$ cat src/design/stp_div.sv
// Restoring divider that produces one quotient bit per cycle.
// The caller supplies the upper part of the dividend as the starting
// remainder and the lower part left-aligned; the quotient must fit in
// the given number of steps.
module stp_div (
  input  logic        clk_i,
  input  logic        rst_ni,
  input  logic        start_i,
  input  logic [34:0] rem_init_i,
  input  logic [23:0] low_i,
  input  logic [4:0]  steps_i,
  input  logic [34:0] den_i,
  output logic        done_o,
  output logic [23:0] quo_o,
  output logic [34:0] rem_o
);

  logic        busy_q, busy_d;
  logic [4:0]  cnt_q, cnt_d;
  logic [34:0] rem_q, rem_d;
  logic [23:0] low_q, low_d;
  logic [23:0] quo_q, quo_d;
  logic [34:0] den_q, den_d;
  logic        done_q, done_d;
  logic [35:0] trial;
  logic        ge;

  // One shift-and-subtract step.
  assign trial = {rem_q, low_q[23]};
  assign ge    = trial >= {1'b0, den_q};

  always_comb begin
    busy_d = busy_q;
    cnt_d  = cnt_q;
    rem_d  = rem_q;
    low_d  = low_q;
    quo_d  = quo_q;
    den_d  = den_q;
    done_d = 1'b0;
    if (start_i) begin
      busy_d = 1'b1;
      cnt_d  = steps_i;
      rem_d  = rem_init_i;
      low_d  = low_i;
      quo_d  = '0;
      den_d  = den_i;
    end else if (busy_q) begin
      rem_d = ge ? 35'(trial - {1'b0, den_q}) : trial[34:0];
      low_d = {low_q[22:0], 1'b0};
      quo_d = {quo_q[22:0], ge};
      cnt_d = cnt_q - 5'd1;
      if (cnt_q == 5'd1) begin
        busy_d = 1'b0;
        done_d = 1'b1;
      end
    end
  end

  // Control state is reset; the datapath is not.
  always_ff @(posedge clk_i or negedge rst_ni) begin
    if (!rst_ni) begin
      busy_q <= 1'b0;
      done_q <= 1'b0;
      cnt_q  <= '0;
    end else begin
      busy_q <= busy_d;
      done_q <= done_d;
      cnt_q  <= cnt_d;
    end
  end

  always_ff @(posedge clk_i) begin
    rem_q <= rem_d;
    low_q <= low_d;
    quo_q <= quo_d;
    den_q <= den_d;
  end

  assign done_o = done_q;
  assign quo_o  = quo_q;
  assign rem_o  = rem_q;

endmodule

$ cat config.mk
export PLATFORM = sky130hd
export DESIGN_NAME = stp_div
export DESIGN_NICKNAME = d
export VERILOG_FILES = /design/src/design/stp_div.sv
export SDC_FILE = /design/constraint.sdc
export NUM_CORES = 1
export LEC_CHECK = 0
export BUFFER_PORTS_ARGS = -buffer_cell sky130_fd_sc_hd__buf_2
export CAP_MARGIN = 20
export CORE_ASPECT_RATIO = 1.4
export CORE_UTILIZATION = 52
export CTS_BUF_LIST = sky130_fd_sc_hd__clkbuf_4 sky130_fd_sc_hd__clkbuf_8 sky130_fd_sc_hd__clkbuf_16
export DETAILED_ROUTE_END_ITERATION = 8
export PLACE_DENSITY = 0.77
export SLEW_MARGIN = 20
export SYNTH_ARGS = -nofsm -noshare
export SYNTH_HDL_FRONTEND = slang
export SYNTH_SLANG_ARGS = --single-unit
$ cat constraint.sdc
create_clock -name clk_i -period 5.4 [get_ports clk_i]
set_clock_uncertainty 0.05 [all_clocks]
set_input_delay 1.08 -clock clk_i [delete_from_list [all_inputs] [get_ports clk_i]]
set_output_delay 1.08 -clock clk_i [all_outputs]
set_load 0.1 [all_outputs]
* After elaboration in Yosys (flattened, before gate mapping)
Index checks and enable logic that the tools add are counted.
** Cells by class
- Add/sub/neg operators :: 2
- $mul :: 0
- Divide/modulo/power cells :: 0
- Order comparisons :: 1
- Equal/unequal tests :: 1
- Shift-type cells :: 0
- Mux-type cells :: 13
- Bitwise gates (word level) :: 0
- Reduce and logical (&&, ||, !) cells :: 1
** Operator list (count)
- 2-to-1 mux 35 bit :: 3
- 2-to-1 mux 24 bit :: 2
- >= comparator 36 x 35 -> 1 bit :: 1
- subtractor 35 bit :: 1
- 2-to-1 mux 5 bit :: 2
- 2-to-1 mux 1 bit :: 6
- == test 5 x 1 -> 1 bit, second input constant :: 1
- subtractor 5 x 1 -> 5 bit, second input constant :: 1
- nonzero test 2 bit :: 1
** Storage, ports and cells
- Flip-flop bits (word level) :: 125
- Bits in latches :: 0
- Bits in writable memories :: 0
- Memory bits (read-only) :: 0
- Input bits :: 102
- Output and inout bits :: 60
- Logic and storage cells :: 25
- Memories :: 0

* Longest topological paths before layout
- Depth in word-level cells :: 4
- Depth in mapped cells :: 14
- Gate-level depth less buffers :: 12

* Worst setup path after synthesis
OpenSTA, ideal clock, no wires.
- Path kind :: flip-flop to flip-flop
- From :: register rem_q[0], in the netlist rem_o[0]
- To :: register rem_q[18], in the netlist rem_o[18], data pin
- Arrival :: 3.209 ns
- Path slack :: 1.882 ns
- Stages on the path, launching flop included :: 13
- Path buffers :: 2
- Cells stage by stage :: edfxtp_1 inv_1 fa_1 nand2b_1 a21oi_2 o211ai_4 a21oi_2 a2111oi_4 o21ai_4 buf_6 buf_4 a21oi_1 mux2_2
** On the way
- Cells in the longest elaborated chain, start to end :: 4
- Elaborated cells between the ends (all ways) :: 5
- Classes of those cells :: add/sub: 1; order compare: 1; mux: 3
** RTL lines
- start, declared :: RTL line 20 : logic [34:0] rem_q, rem_d;
- start signal, assigned :: RTL line 73 : rem_q <= rem_d;
- subtractor 35 bit or >= comparator 36 x 35 -> 1 bit (tied branches) :: RTL line 48, 30
- 2-to-1 mux 35 bit * :: RTL line 48 : rem_d = ge ? 35'(trial - {1'b0, den_q}) : trial[34:0];
- 2-to-1 mux 35 bit * :: RTL line 47 : end else if (busy_q) begin
- 2-to-1 mux 35 bit * :: RTL line 40 : if (start_i) begin
- named net rem_d[18] :: RTL line 20
The timed path passes the listed nets; every way through them passes the cells marked *. The select of a mux whose other input is x is not followed.
A chain may end at the register's enable or synchronous reset.

* Worst setup path in the final report
- From :: register low_q[23]
- To :: register rem_q[24], in the netlist rem_o[24], data pin
** On the way
- Cells in the longest elaborated chain, start to end :: 4
- Elaborated cells between the ends (all ways) :: 5
- Classes of those cells :: add/sub: 1; order compare: 1; mux: 3
** RTL lines
- start, declared :: RTL line 21 : logic [23:0] low_q, low_d;
- start signal, assigned :: RTL line 74 : low_q <= low_d;
- subtractor 35 bit or >= comparator 36 x 35 -> 1 bit (tied branches) :: RTL line 48, 30
- 2-to-1 mux 35 bit * :: RTL line 48
- 2-to-1 mux 35 bit * :: RTL line 47
- 2-to-1 mux 35 bit * :: RTL line 40
- named net rem_d[24] :: RTL line 20
Marks and branches as above.

==> key figures <==
Floorplanning
  • Core ar.: 13800 um2
  • Initial Utilization: 53.0%
  • Die height: 143 um
  • IO Count: 162
  • Die width: 102 um
  • Die area: 14600 um2
  • Rows: 51

Synth
  • Synthesized netlist cell count: 697
  • Post-Synth XOR/XNOR Area: 3.58%
  • Compound-Gate Fraction of Synth Area: 14.4%
  • Synthesized flop and latch total: 125
  • Syn Std Cell Area: 7330 um2
  • Post-synthesis simple-gate area fraction: 12.2%
  • Post-synth top area share: 38.5%
  • Ys async rst share: 5.60%
  • Yosys Warn Count: 0
  • Post-Syn Area per Cell: 10.5 um2
  • Synth area leader: edfxtp_1
  • Largest cells by area after synthesis: edfxtp_1 (38%), mux2_2 (6.8%), dfxtp_1 (6.6%), ha_1 (6.3%), mux2i_1 (4.1%)
  • Top_reg_cell synth: edfxtp_1
  • Syn Nets: 837
  • Distinct cells, synth: 66
  • Seq/Total Area, Yosys: 47.4%
  • Post-synth EDFFs: 94
  • Post-synthesis adder-cell area fraction: 6.59%
  • Main combinational cell family by area after synthesis: compound AO/OA/AOI/OAI gates
  • Multiplexer share of the synthesized area: 11.3%

Setup path
  • Startpoint types: flop
  • Crit-path slowest cell: o21ai_4
  • Crit path arrival time: 3760 ps
  • CP Capture Type: flop
  • CP Class: reg2reg
  • CP required: 5500 ps
  • Buf/Inv on CP: 2
  • Crit path cell chain: inv_1 -> ha_1 -> fa_1 -> nand2b_1 -> a21oi_2 -> o211ai_4 -> a21oi_2 -> a2111oi_4 -> o21ai_4 -> buf_12 -> nor4b_1 -> nor4_1
  • Worst r2r path cells: 12
  • CP peak stage delay: 740 ps
  • Most used cell, CP: a21oi_2
  • Critical Path Stages: 12
  • Cell class contributing the biggest share of worst-path delay: compound AO/OA/AOI/OAI gates
  • Critical Path Fanout Max: 35

Power and ir drop
  • Share of power burned in registers: 24.5%
  • Peak VDD IR: 455 uV
  • Power Dens Cells: 668 nW/um2
  • Clock Power Share: 18.8%
  • Share of total power in combinational logic: 56.7%
  • Int Pwr: 2.99 mW
  • Switching share of power: 49.5%
  • Leakage: 4.06 nW
  • Sw Pwr: 2.92 mW

Global route
  • Initial antenna violation count: 1
  • Gr ovfl total: 0
  • Global-route wire length before repair: 25600 um
  • Layer with the highest usage: met2
  • Met1 GRT Util: 24.6%
  • Largest net degree at the start of global routing: 69
  • Met3 usage: 5.70%
  • Grt met2 use: 41.8%
  • Tot GR Track Use: 22.9%
  • Vias in the first global route: 5563

STA
  • Fin crit share: 67.7%
  • Max Slew Vio Count: 0
  • Final Hold Fails: 0
  • Max-slew headroom: 39.4%
  • RSZ-0062 raised after global routing: no
  • Setup TNS: 0 ps
  • Hold Slack: 433 ps
  • Fin crit period: 3660 ps
  • Worst-margin pin slew: 906 ps
  • Setup-failing EPs final: 0
  • Highest achievable clock rate: 0.273 GHz

Final layout
  • Multi-input logic area: 3530 um2
  • FILL cells: 1170
  • Nets: 989
  • Sequential Area: 3480 um2
  • Most frequent cells in the layout: buf_2 (160), edfxtp_1 (94), nor2_1 (64)
  • Layout cells sized above 1: 30.2%
  • Area grow syn2layout: 20.7%
  • Commonest non-fill, non-tap cell in the layout: buf_2

Clock network
  • Worst-path clk slew: 60 ps
  • H-tree Lvls: 4
  • Setup bufs post-CTS: 0
  • PostCTS Resize Cnt: 0
  • # hold bufs at CTS: 0
  • TritonCTS Sinks: 125
  • CTS Buf Count: 17
  • CTS tree: yes
  • Longest Clk Path Bufs: 2
  • Clk_lat worst skew: 420 ps
  • Root buffer cell: clkbuf_16

Route
  • Routed WL: 16400 um
  • Residual DRC count: 0
  • Vias: 5671
  • Wire per inst: 15.6 um
  • Routed Antenna Nets: 0
  • TritonRoute pass-1 iters: 4
  • Vias per inst: 5.41
  • Starting DRC count in detailed routing: 263

Job
  • Maxcap violations: 0

Min path
  • Worst Hold Class: in2async

Placement
  • RD Place Congestion: 0.898
  • DP HPWL: 12000 um
  • IO Port Bufs: 161

Outcome
  • Outcome: finished clean
-- cell usage after synthesis, types with 6 or more instances --
master	instances
edfxtp_1	94
nor2_1	64
a21oi_1	52
nand2_1	50
inv_1	45
mux2_2	44
ha_1	37
mux2i_1	30
dfxtp_1	24
o21ai_0	24
a21o_1	18
nor3_1	18
o21ai_1	16
xor2_1	16
xnor2_1	14
clkbuf_1	13
buf_2	11
dfrtp_1	7
nand2b_1	7
nand4_1	7
nor2b_1	7
a21oi_2	6
-- worst paths after layout --
kind / startpoint / end / slack, ps
min in group clk_i: quo_o[2]$_SDFFE_PP0P_ / quo_o[3]$_SDFFE_PP0P_ / 470
setup reg to reg: low_q[23]$_DFFE_PP_ / rem_o[24]$_DFFE_PP_ / 1740
max in group asynchronous: rst_ni / cnt_q[1]$_DFFE_PN0P_ / 4710
setup / recovery: low_q[23]$_DFFE_PP_ / rem_o[24]$_DFFE_PP_ / 1740
hold / removal: rst_ni / cnt_q[0]$_DFFE_PN0P_ / 430
hold reg to reg: quo_o[2]$_SDFFE_PP0P_ / quo_o[3]$_SDFFE_PP0P_ / 470
-- flip-flops by register name, indices dropped and copies added (netlist names) --
name and count:
quo_o 24, den_q 35, cnt_q 5, low_q 24, done_o 1, rem_o 35, busy_q 1
-- routing by layer --
layer	vias up	routed length (um)
met2	139	8700
li1	2836	-
met1	2668	6560
met4	0	382
met3	28	746
met5	-	0
-- final cells by class --
type | count | share of cell area (%)
Multi-Input combinational cell | 494 | 39.9
Timing Repair Buffer | 166 | 9.70
Sequential cell | 125 | 39.3
Antenna cell | 1 | 0.0283
Clock inverter | 12 | 1.14
Clock buffer | 20 | 5.46
Tap cell | 185 | 2.61
Inverter | 45 | 1.91
-- power by group through the flow --
| stage | logic [mW] | clock network (mW) | registers, mW |
|---|---|---|---|
| after floorplan | 1.74 | 0 | 2.47 |
| after CTS | 3.35 | 1.13 | 1.45 |
| final | 3.36 | 1.11 | 1.45 |
| after detailed placement | 3.32 | 0 | 1.47 |
| after global routing | 3.61 | 1.16 | 1.47 |
| after global placement | 3.28 | 0 | 1.46 |
-- stage by stage --
| step | util [%] | power [mW] | worst slack (ps) | area, um2 | std cells |
|---|---|---|---|---|---|
| finish | 63.9 | 5.91 | 1740 | 8850 | 1048 |
| global route | 63.9 | 6.24 | 1460 | 8850 | 1047 |
| detailed placement | 59.7 | 4.79 | 1740 | 8270 | 1015 |
| CTS | 63.9 | 5.93 | 1730 | 8850 | 1047 |
| floorplan | - | 4.22 | 1880 | 7330 | 697 |
| global placement | 59.7 | 4.74 | 1860 | 8270 | 1015 |
-- logic make-up (layout without fill, tap and decap cells) --
logic type | Yosys count | count (layout)
flops | 125 | 125
xor+xnor | 30 | 30
buf+inv | 78 | 243
simple gates | 187 | 187
fa+ha+maj | 38 | 38
mux | 77 | 77
compound gates | 162 | 162
other cells | 0 | 1
Note: power is estimated with default switching activity, not from simulation.
